===== src/rtl/srdiv_pkg.sv =====
package srdiv_pkg;

	localparam int SRD_NW    = 64;
	localparam int SRD_QW    = 32;
	localparam int SRD_SW    = 6;
	localparam int SRD_DW    = SRD_NW + SRD_QW;
	localparam int SRD_STEPS = SRD_QW;
	localparam int SRD_LATENCY = SRD_STEPS + 3;

	localparam logic [SRD_SW-1:0] SRD_MAX_SHIFT = SRD_SW'(32);
	localparam logic [SRD_QW-1:0] SRD_QMAX      = '1;

	typedef struct packed {
		logic valid;
		logic serr;
		logic zero;
		logic big;
	} srdiv_ctl_t;

	typedef struct packed {
		srdiv_ctl_t              ctl;
		logic [SRD_NW-1:0]       rem;
		logic [SRD_QW-1:0]       lq;
		logic [SRD_NW-1:0]       dvs;
	} srdiv_stage_t;

endpackage


===== src/rtl/srdiv_front.sv =====
module srdiv_front
	import srdiv_pkg::*;
(
	input  logic                 clk,
	input  logic                 arst_n,
	input  logic                 start,
	input  logic [SRD_NW-1:0]    numerator,
	input  logic [SRD_NW-1:0]    divisor,
	input  logic [SRD_SW-1:0]    shift_amount,
	output srdiv_stage_t         stage_out
);

	srdiv_ctl_t          ctl_s1;
	logic [SRD_DW-1:0]   dvd_s1;
	logic [SRD_NW-1:0]   dvs_s1;
	srdiv_ctl_t          ctl_s2;
	logic [SRD_NW-1:0]   rem_s2;
	logic [SRD_QW-1:0]   lq_s2;
	logic [SRD_NW-1:0]   dvs_s2;

	always_ff @(posedge clk or negedge arst_n) begin
		if (!arst_n) begin
			ctl_s1 <= '0;
			ctl_s2 <= '0;
		end else begin
			ctl_s1.valid <= start;
			ctl_s1.serr  <= shift_amount > SRD_MAX_SHIFT;
			ctl_s1.zero  <= divisor == '0;
			ctl_s1.big   <= 1'b0;
			ctl_s2.valid <= ctl_s1.valid;
			ctl_s2.serr  <= ctl_s1.serr;
			ctl_s2.zero  <= ctl_s1.zero;
			ctl_s2.big   <= dvd_s1[SRD_DW-1:SRD_QW] >= dvs_s1;
		end
	end

	// The quotient fits in 32 bits only when the upper 64 dividend bits are below the divisor.
	always_ff @(posedge clk) begin
		dvd_s1 <= {{SRD_QW{1'b0}}, numerator} << shift_amount;
		dvs_s1 <= divisor;
		rem_s2 <= dvd_s1[SRD_DW-1:SRD_QW];
		lq_s2  <= dvd_s1[SRD_QW-1:0];
		dvs_s2 <= dvs_s1;
	end

	assign stage_out = {ctl_s2, rem_s2, lq_s2, dvs_s2};

endmodule


===== config.mk =====
export PLATFORM = sky130hd
export DESIGN_NAME = srdiv_front
export DESIGN_NICKNAME = d
export VERILOG_FILES = /design/src/rtl/srdiv_pkg.sv /design/src/rtl/srdiv_front.sv
export SDC_FILE = /design/constraint.sdc
export NUM_CORES = 1
export LEC_CHECK = 0
export BUFFER_PORTS_ARGS = -buffer_cell sky130_fd_sc_hd__buf_2
export CAP_MARGIN = 20
export CORE_ASPECT_RATIO = 1.75
export CORE_MARGIN = 5
export CORE_UTILIZATION = 55
export DETAILED_ROUTE_END_ITERATION = 12
export GPL_ROUTABILITY_DRIVEN = 0
export HOLD_SLACK_MARGIN = 0.02
export PLACE_DENSITY_LB_ADDON = 0.3
export SETUP_SLACK_MARGIN = 0.5
export SYNTH_ARGS = -nofsm -noshare
export SYNTH_HDL_FRONTEND = slang
export SYNTH_SLANG_ARGS = --single-unit
export TNS_END_PERCENT = 30

===== constraint.sdc =====
create_clock -name clk -period 6.4 [get_ports clk]
set_clock_uncertainty 0.2 [all_clocks]
set_input_delay 0.96 -clock clk [delete_from_list [all_inputs] [get_ports clk]]
set_output_delay 0.96 -clock clk [all_outputs]
set_load 0.05 [all_outputs]

==> impl_results.md <==
- CP Data Required Time: 6600 ps
- Data arrival, critical path: 4240 ps
- Iteration count of the initial detailed-routing pass: 6
- Post-synth EDFFs: 0
- Die area: 29,200 sq um
- Number of top-level pins: 301
- Number of buffers inserted for hold repair after clock tree synthesis: 0
- Yosys cell types: 62
- Horizontal extent of the die: 131 um
- Leading register cell type out of synthesis: sky130_fd_sc_hd__dfxtp_1
- Transition time at the pin with the least slew margin: 1050 ps
- Clock tree from TritonCTS: yes
- Standard-cell rows: 77
- Async set-or-reset flop fraction in the synthesized netlist: 0.0214
- Placed inst area: 15,700 sq um
- Number of storage elements in the synthesis netlist: 327
- Setup Fix Bufs, Post-CTS: 0
- Simple logic cell fraction of the synthesized area: 0.0877
- Leakage power: 7.58 nW
- Final routed wirelength across all metal layers: 45,400 um
- Number of max-capacitance violations reported: 0
- Antenna violations before repair: 2
- Post-route cell area: 16,500 sq um
- Arithmetic-cell share of the synthesized area counting full adders, half adders and majority gates: 0.0566
- Deepest level of the CTS H-tree: 1
- Power per unit of standard cell area: 311 nW/um^2
- Sort of element at the end of the critical path: flip-flop
- Sw Ratio: 0.324
- Share of post-route cells with drive strength above 1: 0.315
- Clock root cell: sky130_fd_sc_hd__clkbuf_16
- Num Clock Sinks: 327
- Worst reg-to-reg path cell count: 8
- GRT Util Overall: 0.298
- Port buffer count: 300
- Clock latency on the worst-skew pair: 520 ps
- Count of warnings emitted by yosys: 0
- Setup Total Neg Slack: 0 ps
- Mux share of post-synthesis cell area: 0.219
- CP Max Fanout: 58
- Largest family of logic cells by synthesized area: multiplexers
- Portion of total power attributed to sequential cells: 0.451
- Internal power summed over all cells: 3.47 mW
- Part of the Yosys area used for sequential elements: 0.465
- Pins Over Slew Limit: 0
- Global-route wire length before repair: 68,600 um
- HPWL after DPL: 36,100 um
- Share of total power in the clock network: 0.302
- Gate power share: 0.248
- Effective utilization at floorplan: 0.559
- Net total in the final layout: 1,761
- CTS resizes: 0
- Reg2Reg Setup Slack: 3650 ps
- Startpoint type of the worst setup path: primary input
- R2R Path End: stage_out[160]
- IR Drop Worst-Case VDD: 198 uV
- Core area: 25,300 sq um
- Vertical extent of the die: 222 um
- Startpoint-to-endpoint class of the critical path: in2reg
- Shortest clock period the worst path allows after layout: 4030 ps
- Vias after detailed routing: 11,700
- Tightest Hold Check Type: in2async
- Maximum number of pins on one net before global-route repair: 79
- Synthesized area per cell: 10.9 sq um
- Post-Synthesis Cells: 1,298
- Number of endpoints with negative hold slack in the final report: 0
- Final clock period utilization by the worst path: 0.630
- Bufs on Longest Clock Path: 3
- Total congestion overflow after global routing: 0
- Net switching component of the power: 1.67 mW
- Setup repair after global routing missed its margin: false
- Final Util: 0.653
- Via count of the first global-routing pass: 11,600
- Crit Reg-Reg Startpoint: dvs_s1[39]
- Synthesis-to-finish area growth: 16.8%
- Maximum clock frequency: 248 MHz
- Number of buffers created by CTS: 25
- Area fraction in compound gates after synthesis: 0.122
- Clk pin slew, worst setup/hold paths: 70 ps
- Filler instances: 2,018
- Run status: finished, final reports clean
- Count of antenna-violating nets left after detailed routing: 0
- Netlist area before placement: 14,200 sq um
- Number of nets in the synthesized netlist: 1,499
- Mean routed wirelength per cell: 24.0 um
- Setup violations, final: 0
- XOR/XNOR share of the synthesized area: 0
- Post-Place Worst Slack: 1950 ps
- Post-route DRC: 0
- Crit path setup slack, layout: 2370 ps
- Slew headroom: 0.303
- Average via count per standard cell: 6.17
- DR iter-0 viols: 1,549
## logic make-up after synthesis
kind of cell,Yosys count
flip-flops,327
AO/OA/AOI/OAI,266
AND/OR/NAND/NOR,283
multiplexers,207
buffers and inverters,151
adder cells (fa/ha/maj),64
## final cells by class
| class | instances | area (sq um) | area share |
|---|---|---|---|
| flip-flops and latches | 327 | 6580 | 0.398 |
| inverters | 74 | 278 | 0.0168 |
| clock buffers | 31 | 688 | 0.0416 |
| clock inverters | 13 | 134 | 0.00809 |
| diodes | 2 | 5.00 | 0.000303 |
| multi-input cells | 820 | 6860 | 0.415 |
| well taps | 316 | 395 | 0.0239 |
| repair buffers | 312 | 1600 | 0.0965 |
## state kept, by name (all words and copies together), names as in the netlist
name	cells
dvd_s1	96
dvs_s1	64
dvs_s2	64
rem_s2	64
lq_s2	32
stage_out	4
ctl_s1	3
## worst max path at each step
stage	startpoint	endpoint	depth (start not counted)
after global placement	shift_amount[0]	dvd_s1[57]	8
final	shift_amount[0]	dvd_s1[57]	8
after floorplan	shift_amount[0]	dvd_s1[62]	7
after detailed placement	shift_amount[0]	dvd_s1[57]	8
after global routing	shift_amount[0]	dvd_s1[61]	8
after CTS	shift_amount[0]	dvd_s1[57]	8
## worst max-delay path: stages
cell and delay (ps):
sky130_fd_sc_hd__buf_4 680, sky130_fd_sc_hd__buf_4 430, sky130_fd_sc_hd__mux2i_1 440, sky130_fd_sc_hd__o22ai_1 130, sky130_fd_sc_hd__a221o_1 260, sky130_fd_sc_hd__o21ai_0 590
sky130_fd_sc_hd__a221oi_1 370, sky130_fd_sc_hd__mux2_2 350
## Yosys cell counts, types with 12 or more instances
cell                       number  area, sq um
sky130_fd_sc_hd__dfxtp_1      320         6410
sky130_fd_sc_hd__nand2_1      109          409
sky130_fd_sc_hd__nor2_1        95          357
sky130_fd_sc_hd__inv_1         72          270
sky130_fd_sc_hd__mux2i_1       71          711
sky130_fd_sc_hd__mux4_2        69         1550
sky130_fd_sc_hd__a21oi_1       65          325
sky130_fd_sc_hd__ha_1          64          801
sky130_fd_sc_hd__o21ai_0       60          300
sky130_fd_sc_hd__mux2_2        54          608
sky130_fd_sc_hd__o22ai_1       36          225
sky130_fd_sc_hd__clkbuf_1      28          105
sky130_fd_sc_hd__buf_2         24          120
sky130_fd_sc_hd__nor4_1        20          125
sky130_fd_sc_hd__nand4_1       18          113
sky130_fd_sc_hd__a22oi_1       12         90.1
sky130_fd_sc_hd__and2_1        12         75.1
## through the flow
| stage | power (mW) | hold WS [ps] | std cells |
|---|---|---|---|
| floorplan | 3.21 | 110 | 1298 |
| global placement | 3.58 | 110 | 1849 |
| detailed placement | 3.61 | 112 | 1849 |
| CTS | 5.13 | 45.2 | 1893 |
| global route | 5.33 | 56.2 | 1895 |
| finish | 5.14 | 52.0 | 1895 |
## metal layers
layer | part of all wire | routed length [um] | vias up | global-route usage
met4 | 0.074 | 3370 | 0 | 0.191
met5 | 0 | 0 | - | 0
met3 | 0.077 | 3480 | 190 | 0.0446
li1 | - | - | 5272 | -
met1 | 0.34 | 15500 | 5434 | 0.328
met2 | 0.51 | 23100 | 794 | 0.529
## cells in the final DEF (no fill, tap or decap), types with 11 or more instances in the layout
cell type,n
sky130_fd_sc_hd__dfxtp_1,320
sky130_fd_sc_hd__buf_2,298
sky130_fd_sc_hd__nand2_1,109
sky130_fd_sc_hd__nor2_1,95
sky130_fd_sc_hd__inv_1,72
sky130_fd_sc_hd__mux2i_1,71
sky130_fd_sc_hd__mux4_2,69
sky130_fd_sc_hd__a21oi_1,65
sky130_fd_sc_hd__ha_1,64
sky130_fd_sc_hd__o21ai_0,60
sky130_fd_sc_hd__mux2_2,54
sky130_fd_sc_hd__o22ai_1,36
sky130_fd_sc_hd__clkbuf_16,25
sky130_fd_sc_hd__nor4_1,20
sky130_fd_sc_hd__nand4_1,18
sky130_fd_sc_hd__buf_4,14
sky130_fd_sc_hd__and2_1,12
sky130_fd_sc_hd__a22oi_1,12
sky130_fd_sc_hd__a21o_1,11
sky130_fd_sc_hd__nand3_1,11
## power by group through the flow
stage               clock (mW)  sequential [mW]  combinational [mW]
finish                    1.55             2.32                1.28
global placement             0             2.36                1.22
CTS                       1.56             2.32                1.25
floorplan                    0             2.65               0.555
detailed placement           0             2.36                1.24
global route              1.65             2.33                1.35
No activity file was read; power rests on OpenSTA's default activity.
