===== src/rtl/srdiv_pkg.sv =====
package srdiv_pkg;

	localparam int SRD_NW    = 64;
	localparam int SRD_QW    = 32;
	localparam int SRD_SW    = 6;
	localparam int SRD_DW    = SRD_NW + SRD_QW;
	localparam int SRD_STEPS = SRD_QW;
	localparam int SRD_LATENCY = SRD_STEPS + 3;

	localparam logic [SRD_SW-1:0] SRD_MAX_SHIFT = SRD_SW'(32);
	localparam logic [SRD_QW-1:0] SRD_QMAX      = '1;

	typedef struct packed {
		logic valid;
		logic serr;
		logic zero;
		logic big;
	} srdiv_ctl_t;

	typedef struct packed {
		srdiv_ctl_t              ctl;
		logic [SRD_NW-1:0]       rem;
		logic [SRD_QW-1:0]       lq;
		logic [SRD_NW-1:0]       dvs;
	} srdiv_stage_t;

endpackage


===== src/rtl/srdiv_step.sv =====
module srdiv_step
	import srdiv_pkg::*;
(
	input  logic          clk,
	input  logic          arst_n,
	input  srdiv_stage_t  stage_in,
	output srdiv_stage_t  stage_out
);

	logic [SRD_NW:0]   trial;
	logic [SRD_NW:0]   diff;
	logic              ge;
	srdiv_ctl_t        ctl_s1;
	logic [SRD_NW-1:0] rem_s1;
	logic [SRD_QW-1:0] lq_s1;
	logic [SRD_NW-1:0] dvs_s1;

	always_comb begin
		trial = {stage_in.rem, stage_in.lq[SRD_QW-1]};
		diff  = trial - {1'b0, stage_in.dvs};
		ge    = trial >= {1'b0, stage_in.dvs};
	end

	always_ff @(posedge clk or negedge arst_n) begin
		if (!arst_n) begin
			ctl_s1 <= '0;
		end else begin
			ctl_s1 <= stage_in.ctl;
		end
	end

	always_ff @(posedge clk) begin
		rem_s1 <= ge ? diff[SRD_NW-1:0] : trial[SRD_NW-1:0];
		lq_s1  <= {stage_in.lq[SRD_QW-2:0], ge};
		dvs_s1 <= stage_in.dvs;
	end

	assign stage_out = {ctl_s1, rem_s1, lq_s1, dvs_s1};

endmodule


===== config.mk =====
export PLATFORM = sky130hd
export DESIGN_NAME = srdiv_step
export DESIGN_NICKNAME = d
export VERILOG_FILES = /design/src/rtl/srdiv_pkg.sv /design/src/rtl/srdiv_step.sv
export SDC_FILE = /design/constraint.sdc
export NUM_CORES = 1
export LEC_CHECK = 0
export CORE_ASPECT_RATIO = 1.75
export CORE_UTILIZATION = 45
export DETAILED_ROUTE_END_ITERATION = 7
export DONT_BUFFER_PORTS = 1
export PLACE_DENSITY_LB_ADDON = 0.15
export SLEW_MARGIN = 10
export SYNTH_ARGS = -nofsm -noshare
export SYNTH_HDL_FRONTEND = slang
export SYNTH_SLANG_ARGS = --single-unit

===== constraint.sdc =====
create_clock -name clk -period 0.8 [get_ports clk]
set_input_delay 0 -clock clk [delete_from_list [all_inputs] [get_ports clk]]
set_output_delay 0 -clock clk [all_outputs]
set_load 0.005 [all_outputs]

==> results of run 1 <==
==> area by class of cell <==
class / instances / area (sq um)
multi-input cells: 584 / 4770
fillers: 1269 / 4670
repair buffers: 419 / 3640
flip-flops and latches: 164 / 3350
clock buffers: 17 / 425
inverters: 81 / 324
well taps: 231 / 289
clock inverters: 14 / 151
==> kinds of logic after synthesis <==
| kind of cell | Yosys count |
|---|---|
| AO/OA/AOI/OAI | 225 |
| XOR/XNOR | 56 |
| adder cells (fa/ha/maj) | 65 |
| buffers and inverters | 108 |
| flip-flops | 164 |
| multiplexers | 63 |
| AND/OR/NAND/NOR | 175 |
==> metrics by stage <==
step                area (sq um)   util
floorplan                   8200      -
global placement           10200  0.581
detailed placement         10200  0.581
CTS                        12700  0.723
global route               12900  0.735
finish                     12900  0.735
==> registers in the layout, indices dropped and copies added (netlist names) <==
name / count
dvs_s1: 64
rem_s1: 64
stage_out: 4
lq_s1: 32
==> Yosys cell counts, types with 7 or more instances <==
| master | n |
|---|---|
| a21o_1 | 36 |
| mux2_2 | 51 |
| and3_1 | 11 |
| clkbuf_1 | 19 |
| o21ai_0 | 35 |
| ha_1 | 64 |
| nand2_1 | 58 |
| nand3_1 | 10 |
| a21oi_1 | 71 |
| nor2b_1 | 7 |
| dfxtp_1 | 160 |
| xnor2_1 | 37 |
| mux2_4 | 7 |
| a31oi_1 | 8 |
| nand4_1 | 15 |
| nor2_1 | 37 |
| a211oi_1 | 7 |
| nor3_1 | 9 |
| xor2_1 | 19 |
| o21bai_1 | 13 |
| o31ai_1 | 7 |
| inv_1 | 80 |
==> how the worst max path moves through the flow <==
| stage | start | to | slack [ps] | cells past startpoint |
|---|---|---|---|---|
| global route | stage_in[1] | rem_s1[31] | -1780 | 14 |
| detailed placement | stage_in[95] | rem_s1[51] | -2370 | 14 |
| global placement | stage_in[95] | rem_s1[51] | -2470 | 14 |
| CTS | stage_in[1] | rem_s1[43] | -1730 | 14 |
| finish | stage_in[1] | rem_s1[11] | -1680 | 14 |
| floorplan | stage_in[1] | rem_s1[53] | -2250 | 16 |
==> per-layer routing <==
layer	share of wire	global-route usage
met1	0.34	0.296
met2	0.57	0.647
met3	0.047	0.0579
met4	0.045	0.164
met5	0	0
==> power breakdown <==
part | switching, uW | total [uW] | internal [uW]
logic | 3290 | 7540 | 4250
registers | 622 | 9860 | 9240
clock network | 3560 | 8160 | 4610
==> repair_timing <==
item	4_1_cts	5_1_grt
cloned	1	1
setup endpoints to repair	79	96
hold endpoints to repair	167	2
buffers inserted	5	1
pin swaps	9	6
gates resized for setup	63	57
==> flow_summary.yaml, run 1 <==
yosys:
  syn-cell-area_sq_um: 8160
  syn_nets: 1087
  yosys.area_share.adder: 0.101
  synth-compound-area-share: 0.183
  synth_edf_count: 0
  synthTopCellsByArea: "dfxtp_1 39%, ha_1 9.8%, mux2_2 7.0%"
  yosys.area_share.simple: 0.105
  synth_top_family_by_area: "compound AO/OA/AOI/OAI gates"
  yosysWarningCount: 0
  yosysSeqAreaShare: 0.405
  synthCells: 856
  synth_seq_cells: 164
  ys_types: 70
  synth_ff_type: "dfxtp_1"
  async_flop_share: 0.0244
  synth_largest_area_cell: "dfxtp_1"
  yosysTopAreaCellShare: 0.392
  synth_xor_area_frac: 0.0601
  syn_area_per_cell_sq_um: 9.54
  synthMuxAreaShare: 0.0894
drt:
  drt-total-wl_um: 29900
  drc: 0
  avgViaCountPerCell: 5.43
  vias: 8193
  routedWlPerCell_um: 19.8
  drt_iter0_markers: 289
  ant_nets: 0
  drtPass1Iterations: 5
sta:
  slew_headroom: 0.654
  period_share: 3.10
  fmax_mhz: 403
  slew_viol_final: 0
  tightest_slew_ps: 514
  fin_ws_ps: -1680
  hold_viol_final: 2
  final.min_clock_period_ps: 2480
  hold_ws_ps: -407
  rsz0062_at_grt: "true"
  setup_viol: 68
  fin_tns_setup_ps: -105070
finish:
  syn2layout_area_growth_pct: 58.6
  drive_above_1_share: 0.332
  layout_common_cells: "248 x buf_4, 164 x dlygate4sd3_1, 128 x dfxtp_1, 78 x inv_1, 68 x a21oi_1"
  layout.nets: 1498
  antenna_cells: 0
  mostFrequentLayoutCell: "buf_4"
  layout.cells.non_filler: 1510
pwr:
  ir_worst_vdd_mv: 1.22
  total_power_uw: 25600
  p_leak_uw: 0.00621
  p_per_area_nw_per_um2: 1970
global_routing:
  grt_pass1_wl_um: 46800
  grt_usage: 0.320
  grt_pass1_vias: 9099
  grt-ovfl-total: 0
  antenna_found_initial: 0
  grt_start_max_net_pins: 25
critical_path:
  worst-path-buf-inv: 3
  critPathMaxStageDelay_ps: 330
  crit_chain: "inv_8 > ha_4 > nor2b_4 > o21ai_2 > o21a_2 > o31a_1 > o31a_1 > o41ai_2 > a41o_2 > a31oi_4 > o211a_4 > clkinv_8 > buf_16 > mux2_4"
  slowest_stage: "mux2_4"
  cp.arrival_ps: 2800
  end_kind: "register"
  critPathKind: "input pin to register"
  cp_common_cell: "o31a_1"
  cp-start-kind: "input pin"
  path_delay_family: "compound AO/OA/AOI/OAI gates"
  path_max_fanout: 15
  worstPathRequired_ps: 1120
cts:
  cts_buffers: 17
  root_buffer: "clkbuf_16"
  cts_buffer_depth: 2
  cts_max_level: 4
  clock_sinks: 164
  cts_tree: "done"
  clkTransAtPathRegs_ps: 70
  postCtsHoldBufs: 164
hold_path:
  hold_end: "dvs_s1[1]"
  min_from: "stage_in[1]"
  hp-class: "input pin to register"
  hold_path_depth: 0
placed_design:
  gp_congestion: 0.940
  dp.final_hpwl_um: 21900
  place_inst: 1309
  placement.setup.worst_slack_ps: -2370
  portBuffers: 0
run:
  drv_cap: 0
floorplan:
  dieArea_sq_um: 18700
  io_pins: 330
  initial_core_util: 0.463
  core_area_sq_um: 17600
  die_h_um: 180
  fp.dieW_um: 104
  rows: 64
run_status:
  status: "finished with violations"
  violations: "hold timing, setup timing"
No activity file was read; power rests on OpenSTA's default activity.
==> inputs of run 2 (changes only) <==
- CTS_BUF_LIST: default -> sky130_fd_sc_hd__clkbuf_8
==> run 2 against run 1 <==
Effect of this change:
- routed wire length increased by 1.7%
- flip-flop and latch count stayed put
- first-iteration DRC count up 3.5%
- hold slack worse by 42 ps
- the flow still finishes with violations (hold timing, setup timing)
- sequential share of layout area rose by 1.2 points
- largest cell class unchanged
- clock-buffer cell count stayed put
- combinational power rose by 1%
- non-clock buffer count rose by 2
- maximum frequency grew 1.4%
- worst setup slack better by 34 ps
- clock power decreased by 26%
- total power decreased by 7.2%
==> flow_summary.yaml, run 2 (synthesized netlist as in run 1, its figures left out) <==
drt:
  vias: 8190
  drc: 0
  drt_iter0_markers: 299
  drtPass1Iterations: 5
  avgViaCountPerCell: 5.42
  drt-total-wl_um: 30400
  ant_nets: 0
  routedWlPerCell_um: 20.1
floorplan:
  core_area_sq_um: 17600
  io_pins: 330
  fp.dieW_um: 104
  dieArea_sq_um: 18700
  initial_core_util: 0.463
  rows: 64
  die_h_um: 180
cts:
  cts_max_level: 4
  clock_sinks: 164
  clkTransAtPathRegs_ps: 80
  cts_buffers: 17
  root_buffer: "clkbuf_8"
  cts_tree: "done"
  cts_buffer_depth: 2
sta:
  slew_headroom: 0.684
  fmax_mhz: 409
  slew_viol_final: 0
  tightest_slew_ps: 470
  hold_ws_ps: -449
  hold_viol_final: 3
  setup_viol: 206
  fin_ws_ps: -1650
  final.min_clock_period_ps: 2450
  period_share: 3.06
  rsz0062_at_grt: "true"
hold_path:
  hold_path_depth: 0
  min_from: "stage_in[1]"
  hold_end: "dvs_s1[1]"
  hp-class: "input pin to register"
pwr:
  p_leak_uw: 0.00619
  seqPwrFrac: 0.421
  clockPowerShare: 0.256
  p_per_area_nw_per_um2: 1830
  p_int_uw: 16500
  swShare: 0.305
  power_frac_comb: 0.323
  p_switching_uw: 7230
  ir_worst_vdd_mv: 1.16
critical_path:
  end_kind: "register"
  cp-start-kind: "input pin"
  path_max_fanout: 4
  critPathKind: "input pin to register"
  worstPathRequired_ps: 1160
  cp.arrival_ps: 2810
finish:
  utilization: 0.737
  final_cell_area_sq_um: 13000
  layout.nets: 1500
  mostFrequentLayoutCell: "buf_4"
  drive_above_1_share: 0.432
  antenna_cells: 0
  layout_common_cells: "249 x buf_4, 164 x dlygate4sd3_1, 159 x dfxtp_2, 78 x inv_1, 68 x a21oi_1"
  largestRegisters: "dvs_s1: 64 flops, rem_s1: 64 flops, lq_s1: 32 flops"
  n_fill_cell: 1260
  syn2layout_area_growth_pct: 59.0
global_routing:
  grt_usage: 0.323
  grt_pass1_wl_um: 47300
  grt_pass1_vias: 9066
  grt_start_max_net_pins: 25
  grt-ovfl-total: 0
  antenna_found_initial: 0
run:
  drv_cap: 0
placed_design:
  portBuffers: 0
  gp_congestion: 0.940
  dpl-instance-area_sq_um: 10200
  dp.final_hpwl_um: 21900
run_status:
  violations: "hold timing, setup timing"
  status: "finished with violations"
[run 2: final cells by class]
class	instances	area [sq um]	area share
Tap cell	231	289	0.0223
Timing Repair Buffer	421	3670	0.283
Clock buffer	17	234	0.0180
Clock inverter	14	151	0.0117
Inverter	81	328	0.0253
Multi-Input combinational cell	584	4800	0.370
Sequential cell	164	3510	0.270
[run 2: routing by layer]
metal | track usage | up-vias | wire length [um]
met2 | 0.667 | 317 | 17600
met5 | 0 | - | 0
li1 | - | 3856 | -
met3 | 0.0542 | 97 | 1440
met4 | 0.141 | 0 | 1210
met1 | 0.299 | 3920 | 10200
[run 2: per-stage QoR]
stage | total power, uW | cells | setup slack [ps] | hold WS [ps] | setup TNS [ps]
final | 23700 | 1512 | -1650 | -449 | -103960
after global routing | 24800 | 1512 | -1730 | -475 | -114800
after CTS | 23300 | 1508 | -1680 | -469 | -109440
after detailed placement | 16100 | 1309 | -2370 | -296 | -138970
after global placement | 16000 | 1309 | -2470 | -296 | -136530
after floorplan | 13300 | 856 | -2250 | -296 | -140250
[run 2: worst max-delay path: stages]
cell       delay, ps
inv_8             10
ha_4             250
nor2b_4          130
o21ai_2           80
o21a_2           220
o31a_1           250
buf_4            160
o311a_1          450
a2111oi_4        360
buf_4            180
a2bb2oi_1        180
a21oi_1          120
xnor2_1          160
mux2_4           260
[run 2: worst max-delay path by stage]
stage | from | to | slack [ps] | cells past startpoint
floorplan | stage_in[1] | rem_s1[53] | -2250 | 16
detailed placement | stage_in[95] | rem_s1[51] | -2370 | 14
global route | stage_in[1] | rem_s1[17] | -1730 | 14
finish | stage_in[1] | rem_s1[51] | -1650 | 14
global placement | stage_in[95] | rem_s1[51] | -2470 | 14
CTS | stage_in[1] | rem_s1[36] | -1680 | 14
[run 2: what timing repair did]
action / 4_1_cts / 5_1_grt
hold buffers: 162 / 2
buffers inserted: 5 / 2
endpoints found under the hold margin: 167 / 4
pin swaps: 9 / 7
gates resized for setup: 211 / 48
setup endpoints to repair: 229 / 229
cloned: 1 / 2
[run 2: power by group through the flow]
stage	clock network, uW	logic [uW]	registers (uW)
3_3_place_gp	0	6030	9950
3_5_place_dp	0	6110	9960
4_1_cts	6120	7210	9970
5_1_grt	6510	8220	10100
6_report	6070	7650	9990
2_1_floorplan	0	3560	9730
