<file path="config.mk">
export PLATFORM = sky130hd
export DESIGN_NAME = srdiv_round
export DESIGN_NICKNAME = d
export VERILOG_FILES = /design/src/rtl/srdiv_pkg.sv /design/src/rtl/srdiv_round.sv
export SDC_FILE = /design/constraint.sdc
export NUM_CORES = 1
export LEC_CHECK = 0
export BUFFER_PORTS_ARGS = -buffer_cell sky130_fd_sc_hd__buf_4
export CAP_MARGIN = 20
export CORE_ASPECT_RATIO = 0.8
export CORE_UTILIZATION = 40
export CTS_CLUSTER_SIZE = 28
export DETAILED_ROUTE_END_ITERATION = 8
export PLACE_DENSITY = 0.8
export SYNTH_ARGS = -nofsm -noshare
export SYNTH_HDL_FRONTEND = slang
export SYNTH_SLANG_ARGS = --single-unit
</file>
<file path="constraint.sdc">
create_clock -name clk -period 0.8 [get_ports clk]
set_input_delay 0.08 -clock clk [delete_from_list [all_inputs] [get_ports clk]]
set_output_delay 0.08 -clock clk [all_outputs]
set_load 0.02 [all_outputs]
</file>
<file path="src/rtl/srdiv_pkg.sv">
package srdiv_pkg;

	localparam int SRD_NW    = 64;
	localparam int SRD_QW    = 32;
	localparam int SRD_SW    = 6;
	localparam int SRD_DW    = SRD_NW + SRD_QW;
	localparam int SRD_STEPS = SRD_QW;
	localparam int SRD_LATENCY = SRD_STEPS + 3;

	localparam logic [SRD_SW-1:0] SRD_MAX_SHIFT = SRD_SW'(32);
	localparam logic [SRD_QW-1:0] SRD_QMAX      = '1;

	typedef struct packed {
		logic valid;
		logic serr;
		logic zero;
		logic big;
	} srdiv_ctl_t;

	typedef struct packed {
		srdiv_ctl_t              ctl;
		logic [SRD_NW-1:0]       rem;
		logic [SRD_QW-1:0]       lq;
		logic [SRD_NW-1:0]       dvs;
	} srdiv_stage_t;

endpackage

</file>
<file path="src/rtl/srdiv_round.sv">
module srdiv_round
	import srdiv_pkg::*;
(
	input  logic                 clk,
	input  logic                 arst_n,
	input  srdiv_stage_t         stage_in,
	output logic                 done,
	output logic [SRD_QW-1:0]    quotient,
	output logic                 overflow,
	output logic                 shift_error
);

	logic            half_up;
	logic [SRD_QW:0] sum;

	always_comb begin
		half_up = {stage_in.rem, 1'b0} >= {1'b0, stage_in.dvs};
		sum     = {1'b0, stage_in.lq} + (SRD_QW + 1)'(half_up);
	end

	always_ff @(posedge clk or negedge arst_n) begin
		if (!arst_n) begin
			done <= 1'b0;
		end else begin
			done <= stage_in.ctl.valid;
		end
	end

	always_ff @(posedge clk) begin
		if (stage_in.ctl.serr) begin
			quotient    <= '0;
			overflow    <= 1'b0;
			shift_error <= 1'b1;
		end else if (stage_in.ctl.zero) begin
			quotient    <= '0;
			overflow    <= 1'b0;
			shift_error <= 1'b0;
		end else if (stage_in.ctl.big || sum[SRD_QW]) begin
			quotient    <= SRD_QMAX;
			overflow    <= 1'b1;
			shift_error <= 1'b0;
		end else begin
			quotient    <= sum[SRD_QW-1:0];
			overflow    <= 1'b0;
			shift_error <= 1'b0;
		end
	end

endmodule

</file>
==> out/qor.yml, run 1 <==
wl_per_cell_um: 15.3
n_antenna_cell: 0
final_cell_count_no_fill: 786
fillCellCount: 506
routed_wl_um: 12000
yosysSeqAreaShare_pct: 21.0
synth_xor_area_share_pct: 7.31
numCtsBuffers: 5
io-pin-count: 201
cp.required_ns: 1.02
first_pass_iters: 4
startpoint_type: "input port"
clkTransAtPathRegs_ns: 0.08
critPathLaunch: "stage_in[23]"
ys_ff_latch: 35
use_met1_pct: 28.5
synthTopCellsByCount: "71 x inv_1, 65 x ha_1, 34 x dfxtp_1"
hold_class: "in2async"
postSynthCellCount: 394
drc: 0
p_sw_w: 0.00182
synth_area_mm2: 0.00335
worst-path-buf-inv: 4
die_width_um: 104
grt_max_degree: 34
yosysWarnings: 0
synth_compound_area_share_pct: 18.5
path_max_fanout: 6
die_y_um: 83.9
antenna_found_initial: 0
start_util_pct: 41.8
cap_violations: 0
cp-endpoint: "quotient[21]$_SDFF_PP0_"
async_reset_ff_share_pct: 2.86
port_buffers: 200
violations: "negative setup slack"
rsz0062_at_grt: "true"
vias: 3984
root_buffer: "clkbuf_8"
dp.cells: 764
final_nets: 908
gr-total-overflow: 0
max_freq_ghz: 0.352
max_stage_delay_ns: 0.58
synthTopCellsByArea: "ha_1 24%, dfxtp_1 20%, inv_1 7.9%"
path_cells: "buf_8 > inv_8 > ha_4 > nand4_1 > or4_4 > nor4_4 > o31ai_2 > nand4_1 > ha_2 > ha_4 > and2_4 > buf_6 > nand2_4 > nor4_4 > a31oi_4 > buf_12 > a21oi_2"
grt_pass1_wl_um: 18700
die_area_mm2: 0.00876
p_clk_share_pct: 27.0
htree_levels: 2
grt_use_met2_pct: 50.6
synth_nets: 625
leakage_nw: 3.14
p_sw_share_pct: 30.1
pwr-share-seq_pct: 31.4
crit_cells: 17
cp.arrival_ns: 3.05
ys.flop_type: "dfxtp_1"
multiInputGateArea_mm2: 0.00252
finalWorstSetupSlack_ns: -2.04
final-seq-area_um2: 748
clockBufferDepth: 2
setup_viol: 68
critPathTopFamily: "simple AND/OR/NAND/NOR gates"
final_core_util_pct: 77.1
track_usage_pct: 26.5
grt.busiest_layer: "met2"
layout_min_cycle_time_ns: 2.84
yosys.area_share.simple_pct: 18.7
hold_violations: 0
synth_top_area_cell: "ha_1"
synth.distinct_cells: 47
cts_tree: "yes"
drive_gt1_share_pct: 58.1
end_kind: "flop"
post-synth-top-count-cell: "inv_1"
synth_top_family_by_area: "adder cells"
synth_top_area_share_pct: 24.3
first_global_vias: 4155
muxShareOfSynthArea_pct: 0.299
worst_slew_pin_slew_ns: 0.347
vdd_drop_max_mv: 0.707
crit_type: "in2reg"
period_share_pct: 355
use_met3_pct: 4.29
pwr-share-comb_pct: 41.6
crit_slowest_cell: "or4_4"
slew_headroom_pct: 76.3
synth_edf_count: 0
dp_hpwl_um: 9220
area_delta_synth_final_pct: 84.3
drv_slew: 0
num_rows: 29
gp_congestion: 0.834
initialDrtViolationCount: 76
avgSynthCellArea_um2: 8.51
power_w: 0.00607
core_area_mm2: 0.00802
p_per_area_mw_per_mm2: 982
avgViaCountPerCell: 5.07
synth_fa_ha_area_share_pct: 24.3
cts.sinks: 35
p_int_w: 0.00424
status: "finished, violations left"
ant_nets: 0
[cells by family (layout without fill, tap and decap cells)]
logic type	Yosys count	in the layout
xor+xnor	28	28
flops	35	35
buf+inv	80	364
simple gates	101	101
mux	1	1
fa+ha+maj	65	65
compound gates	84	84
[through the flow]
step                      TNS (ns)  setup WS [ns]  instance area (µm²)  hold WS [ns]
after floorplan             -61.53          -1.91                 3490        -0.216
after global placement      -71.68          -2.29                 5630        -0.145
after detailed placement    -75.89          -2.35                 5630        -0.142
after CTS                   -63.72          -1.97                 6100        0.0628
after global routing        -72.45          -2.17                 6180        0.0742
final                       -66.95          -2.04                 6180        0.0759
[power by group through the flow]
stage	Combinational [W]	Clock (W)	Sequential [W]
final	0.00252	0.00164	0.00191
after global routing	0.00274	0.00173	0.00191
after CTS	0.00246	0.00163	0.00190
after detailed placement	0.00231	0	0.00191
after global placement	0.00221	0	0.00191
after floorplan	0.000860	0	0.00202
[per-layer routing]
metal  wire length (µm)  vias up
met3                645       45
met4                501        0
li1                   -     1950
met1               4590     1831
met5                  0        -
met2               6270      158
[what timing repair did]
action	in CTS	in global routing
setup buffers	5	4
hold buffers	3	0
endpoints found under the setup margin	68	68
cloned	1	2
pin swaps	3	4
resized for setup	86	4
endpoints found under the hold margin	3	0
[worst min path at each step]
stage	end	slack [ns]	startpoint	cells after the start
2_1_floorplan	done$_DFF_PN0_	-0.22	arst_n	0
3_3_place_gp	done$_DFF_PN0_	-0.14	arst_n	1
3_5_place_dp	done$_DFF_PN0_	-0.14	arst_n	1
4_1_cts	quotient[30]$_SDFF_PP0_	0.06	stage_in[160]	3
5_1_grt	done$_DFF_PN0_	0.07	arst_n	2
6_report	done$_DFF_PN0_	0.08	arst_n	2
[final cells by class]
type,instances,share of cell area [%]
clock buffers,5,1.11
well taps,108,2.19
repair buffers,285,38.6
multi-input cells,279,40.8
flip-flops and latches,35,12.1
inverters,71,4.56
clock inverters,3,0.709
[sequential cells by signal, summed over array words and instances (netlist names)]
| signal | count |
|---|---|
| shift_error | 1 |
| overflow | 1 |
| done | 1 |
| quotient | 32 |
[cells in the final DEF, fill, tap and decap left out, drive strengths merged, types with 2 or more instances in the layout]
cell,synthesis,routed
a2111oi,2,2
a21o,8,8
a21oi,56,56
a221o,3,3
and2,2,2
and3,6,6
and4,9,9
buf,6,280
clkbuf,3,7
clkinv,0,2
dfxtp,34,34
dlygate4sd3,0,3
ha,65,65
inv,71,71
nand2,18,18
nand3,18,18
nand4,15,15
nor2,9,9
nor2b,2,2
nor3,8,8
nor4,8,8
o21ai,7,7
o31ai,2,2
or3,2,2
xnor2,21,21
xor2,7,7
No activity file was read; power rests on OpenSTA's default activity.
==> inputs of run 2 (changes only) <==
Settings changed: CORE_UTILIZATION 40 to 41, CTS_BUF_LIST from default to sky130_fd_sc_hd__clkbuf_8, PLACE_DENSITY 0.8 to 0.81.
==> run 2 against run 1 <==
The run still ends with negative setup slack left; setup slack improved by 0.15 ns; via count fell by 3.1%; largest power group unchanged; critical path type unchanged; clock power fell by 25%; die area fell by 2.4%; critical endpoint is now quotient[12]$_SDFF_PP0_; fmax rose by 5.4%.
==> out/qor.yml, run 2 (synthesized netlist as in run 1, its figures left out) <==
vias: 3861  # was 3984
initialDrtViolationCount: 84  # was 76
hold_end: "quotient[30]$_SDFF_PP0_"
period_share_pct: 336  # was 355%
violations: "negative setup slack"  # unchanged
status: "finished, violations left"  # unchanged
die_area_mm2: 0.00855  # was 0.00876 mm²
p_per_area_mw_per_mm2: 921  # was 982 mW/mm²
final_area_mm2: 0.00611  # was 0.00618 mm²
n_antenna_cell: 0  # unchanged
ant_nets: 0  # unchanged
hold_violations: 0  # unchanged
max_freq_ghz: 0.372  # was 0.352 GHz
place_area_mm2: 0.00561  # was 0.00563 mm²
power_w: 0.00563  # was 0.00607 W
cp.required_ns: 1.02  # about the same
first_global_vias: 4122  # was 4155
cp.arrival_ns: 2.91  # was 3.05 ns
grt_max_degree: 34  # unchanged
antenna_found_initial: 0  # unchanged
end_kind: "flop"  # unchanged
area_delta_synth_final_pct: 82.3  # was 84.3%
setup_viol: 55  # was 68
rsz0062_at_grt: "true"  # unchanged
numCtsBuffers: 5  # unchanged
dp_slack_ns: -2.32  # was -2.35 ns
core_area_mm2: 0.00791  # was 0.00802 mm²
largest_reg_flops: 32  # unchanged
leakage_nw: 3.12  # was 3.14 nW
routed_wl_um: 11600  # was 12000 µm
clockBufferDepth: 2  # unchanged
crit_type: "in2reg"  # unchanged
avgViaCountPerCell: 4.96  # was 5.07
slew_headroom_pct: 78.5  # was 76.3%
final_cell_mix: "228 x buf_4, 64 x inv_1, 53 x ha_1"  # was 233 x buf_4, 63 x inv_1, 52 x ha_1
final_nets: 901  # was 908
vdd_drop_max_mv: 0.650  # was 0.707 mV
finalWorstSetupSlack_ns: -1.89  # was -2.04 ns
worst_slew_pin_slew_ns: 0.321  # was 0.347 ns
cts_tree: "yes"  # unchanged
drv_slew: 0  # unchanged
path_max_fanout: 5  # was 6
fillCellCount: 538  # was 506
hold_class: "in2reg"  # was in2async
start_util_pct: 42.4  # was 41.8%
clkTransAtPathRegs_ns: 0.08  # about the same
layout_commonest_cell: "buf_4"  # unchanged
gr-total-overflow: 0  # unchanged
port_buffers: 200  # unchanged
gp_congestion: 0.875  # was 0.834
largest-register: "quotient"  # unchanged
dp_hpwl_um: 9180  # was 9220 µm
die_width_um: 103  # was 104 µm
cap_violations: 0  # unchanged
io-pin-count: 201  # unchanged
drc: 0  # unchanged
track_usage_pct: 27.0  # was 26.5%
critPathLaunch: "stage_in[114]"  # was stage_in[23]
grt_pass1_wl_um: 18200  # was 18700 µm
cts.sinks: 35  # unchanged
num_rows: 29  # unchanged
startpoint_type: "input port"  # unchanged
holdPathStages: 3
first_pass_iters: 6  # was 4
min-delay-start: "stage_in[160]"
drive_gt1_share_pct: 59.0  # was 58.1%
root_buffer: "clkbuf_8"  # unchanged
hold_ws_ns: 0.0461  # was 0.0759 ns
die_y_um: 82.9  # was 83.9 µm
layout_min_cycle_time_ns: 2.69  # was 2.84 ns
wl_per_cell_um: 14.9  # was 15.3 µm
htree_levels: 2  # unchanged
[run 2: what timing repair did]
| action | 4_1_cts | 5_1_grt |
|---|---|---|
| buffers inserted | 5 | 2 |
| gates resized for setup | 82 | 22 |
| hold buffers | 3 | 0 |
| pin swaps | 7 | 7 |
| endpoints found under the hold margin | 3 | 0 |
| endpoints found under the setup margin | 68 | 68 |
[run 2: worst max-delay path by stage]
stage | endpoint | slack [ns] | cells past startpoint
final | quotient[12]$_SDFF_PP0_ | -1.89 | 15
after global routing | quotient[16]$_SDFF_PP0_ | -2.06 | 15
after CTS | quotient[20]$_SDFF_PP0_ | -1.85 | 16
after detailed placement | quotient[23]$_SDFF_PP0_ | -2.32 | 15
after global placement | quotient[23]$_SDFF_PP0_ | -2.26 | 15
after floorplan | quotient[20]$_SDFF_PP0_ | -1.91 | 15
[run 2: through the flow]
| step | setup TNS (ns) | util, % | std cells |
|---|---|---|---|
| after floorplan | -61.53 | - | 394 |
| after global placement | -71.79 | 70.9 | 761 |
| after detailed placement | -73.71 | 70.9 | 761 |
| after CTS | -60.44 | 76.0 | 777 |
| after global routing | -67.84 | 77.3 | 779 |
| final | -60.69 | 77.3 | 779 |
[run 2: worst max-delay path, stage by stage]
cell and delay, ns:
buf_4 0.11, ha_1 0.30, nand4_1 0.11, or4_4 0.56, nor4_4 0.16, o31ai_2 0.11
nand4_1 0.09, ha_2 0.21, ha_4 0.14, and2_4 0.15, nand4_1 0.25, buf_4 0.26
buf_4 0.13, xnor2_2 0.12, a21oi_2 0.12
[run 2: power breakdown]
group / internal, W / switching (W)
Clock: 0.000586 / 0.000639
Combinational: 0.00144 / 0.00106
Sequential: 0.00186 / 0.0000477
Total: 0.00388 / 0.00175
[run 2: area by class of cell]
cell class                      count  area (µm²)  area share, %
Inverter                           71         282           4.61
Tap cell                          108         135           2.21
Multi-Input combinational cell    279        2560           42.0
Sequential cell                    35         748           12.2
Timing Repair Buffer              278        2300           37.6
Clock inverter                      3        12.5          0.205
Clock buffer                        5        68.8           1.13
[run 2: metal layers]
| metal | part of all wire [%] | vias to the layer above | global-route usage [%] |
|---|---|---|---|
| met5 | 0 | - | 0 |
| met4 | 2.0 | 0 | 7.94 |
| met3 | 4.6 | 20 | 4.97 |
| met2 | 55 | 124 | 52.3 |
| met1 | 38 | 1781 | 28.7 |
| li1 | - | 1936 | - |
==> inputs of run 3 (changes only) <==
Settings changed: CORE_ASPECT_RATIO 0.8 to 0.9.
Clock period 0.8 ns to 2.3 ns, I/O delays scaled along.
==> run 3 against run 2 <==
The flow still finishes with violations (negative setup slack); sequential power is 66% lower; flip-flop and latch count stayed put; final cell count is 6.5% lower; clock power is 54% lower; first-iteration DRC count is 15% lower; cell area is 5.3% lower; sequential share of layout area hardly changed; clock-buffer cell count stayed put; die area hardly changed; routed wire length is 0.38% lower; hold slack worse by 0.0026 ns; critical path type unchanged; critical endpoint is now quotient[28]$_SDFF_PP0_; largest cell class unchanged; largest power group unchanged.
==> out/qor.yml, run 3 (synthesized netlist as in run 1, its figures left out) <==
status: "finished, violations left"  # unchanged
violations: "negative setup slack"  # unchanged
min-delay-start: "stage_in[163]"  # was stage_in[160]
start_util_pct: 43.4  # was 42.4%
wl_per_cell_um: 15.9  # was 14.9 µm
die_width_um: 97.3  # was 103 µm
n_antenna_cell: 0  # unchanged
drv_slew: 0  # unchanged
grt_max_degree: 34  # unchanged
layout_commonest_cell: "buf_4"  # unchanged
dp_slack_ns: -0.955  # was -2.32 ns
grt_pass1_wl_um: 17600  # was 18200 µm
final_area_mm2: 0.00579  # was 0.00611 mm²
fin_tns_setup_ns: -18.04  # was -60.69 ns
vdd_drop_max_mv: 0.202  # was 0.650 mV
ant_nets: 0  # unchanged
clockBufferDepth: 2  # unchanged
max_freq_ghz: 0.346
die_y_um: 87.8  # was 82.9 µm
htree_levels: 2  # unchanged
drive_gt1_share_pct: 53.6  # was 59.0%
first_pass_iters: 4  # was 6
avgViaCountPerCell: 5.19  # was 4.96
drc: 0  # unchanged
vias: 3778  # was 3861
finalWorstSetupSlack_ns: -0.588  # was -1.89 ns
power_w: 0.00204  # was 0.00563 W
critPathLaunch: "stage_in[31]"  # was stage_in[114]
place_area_mm2: 0.00527  # was 0.00561 mm²
cts.sinks: 35  # unchanged
rsz0062_at_grt: "true"  # unchanged
track_usage_pct: 25.5  # was 27.0%
final_nets: 862  # was 901
dp_hpwl_um: 8960  # was 9180 µm
crit_type: "in2reg"  # unchanged
area_delta_synth_final_pct: 72.6  # was 82.3%
first_global_vias: 3901  # was 4122
root_buffer: "clkbuf_8"  # unchanged
num_rows: 30  # was 29
cts_tree: "yes"  # unchanged
port_buffers: 200  # unchanged
hold_violations: 0  # unchanged
routed_wl_um: 11600  # about the same
startpoint_type: "input port"  # unchanged
numCtsBuffers: 5  # unchanged
setup_viol: 33  # was 55
cp.arrival_ns: 3.02  # was 2.91 ns
gp_congestion: 0.883  # was 0.875
die_area_mm2: 0.00854  # was 0.00855 mm²
dp.cells: 709  # was 761
gr-total-overflow: 0  # unchanged
worst_slew_pin_slew_ns: 1.00  # was 0.321 ns
cap_violations: 0  # unchanged
hold_class: "in2reg"  # unchanged
final_cell_count_no_fill: 728  # was 779
initialDrtViolationCount: 71  # was 84
core_area_mm2: 0.00773  # was 0.00791 mm²
largest_reg_flops: 32  # unchanged
end_kind: "flop"  # unchanged
leakage_nw: 2.94  # was 3.12 nW
final_cell_mix: "218 x buf_4, 60 x inv_1, 52 x ha_1"  # was 228 x buf_4, 64 x inv_1, 53 x ha_1
slew_headroom_pct: 33.2  # was 78.5%
layout_min_cycle_time_ns: 2.89
antenna_found_initial: 0  # unchanged
largest-register: "quotient"  # unchanged
cp.required_ns: 2.43  # was 1.02 ns
period_share_pct: 126
io-pin-count: 201  # unchanged
path_max_fanout: 6  # was 5
p_per_area_mw_per_mm2: 352  # was 921 mW/mm²
clkTransAtPathRegs_ns: 0.08  # about the same
==> run 3: worst paths after layout <==
kind / slack (ns) / to / cells after the start
max in group asynchronous: 1.97 / done$_DFF_PN0_ / 2
min in group asynchronous: 0.24 / done$_DFF_PN0_ / 2
min: 0.04 / done$_DFF_PN0_ / 1
max: -0.59 / quotient[28]$_SDFF_PP0_ / 17
==> run 3: cell type report <==
cell class	instances	area (µm²)
Multi-Input combinational cell	279	2650
Fill cell	527	1950
Timing Repair Buffer	239	1920
Sequential cell	35	706
Inverter	71	287
Tap cell	96	120
Clock buffer	5	68.8
Clock inverter	3	43.8
==> run 3: metal layers <==
layer	global-route usage (%)	vias up	routed length [µm]
met3	6.23	34	718
met2	50.5	154	6190
li1	-	1857	-
met1	26.2	1733	4300
met4	10.2	0	376
met5	0	-	0
==> run 3: what timing repair did <==
action / 4_1_cts / 5_1_grt
buffers inserted: 6 / 1
resized for setup: 21 / 45
setup endpoints to repair: 33 / 33
pin swaps: 7 / 18
hold buffers: 1 / 0
cloned: 2 / 2
hold endpoints to repair: 1 / 0
==> run 3: critical path, stage by stage <==
cell,delay (ns)
buf_4,0.08
inv_1,0.04
ha_1,0.32
nand4_1,0.14
buf_4,0.14
nor3_1,0.04
a221o_1,0.34
o31ai_2,0.26
nand4_1,0.15
ha_2,0.22
ha_4,0.16
and2_4,0.14
nand2_4,0.07
nor4_4,0.05
a31oi_4,0.36
clkbuf_16,0.24
a21oi_2,0.05
==> run 3: per-stage QoR <==
step	hold WS [ns]	utilization (%)
2_1_floorplan	-0.0656	-
3_3_place_gp	0.00915	68.2
3_5_place_dp	0.0103	68.2
4_1_cts	0.0436	71.9
5_1_grt	0.0414	74.8
6_report	0.0435	74.8
==> run 3: power breakdown <==
group / switching [W] / total (W) / internal [W] / leakage, nW
Combinational: 0.000368 / 0.000828 / 0.000460 / 2.59
Sequential: 0.0000112 / 0.000650 / 0.000639 / 0.293
Clock: 0.000237 / 0.000560 / 0.000323 / 0.0581
Total: 0.000617 / 0.00204 / 0.00142 / 2.94
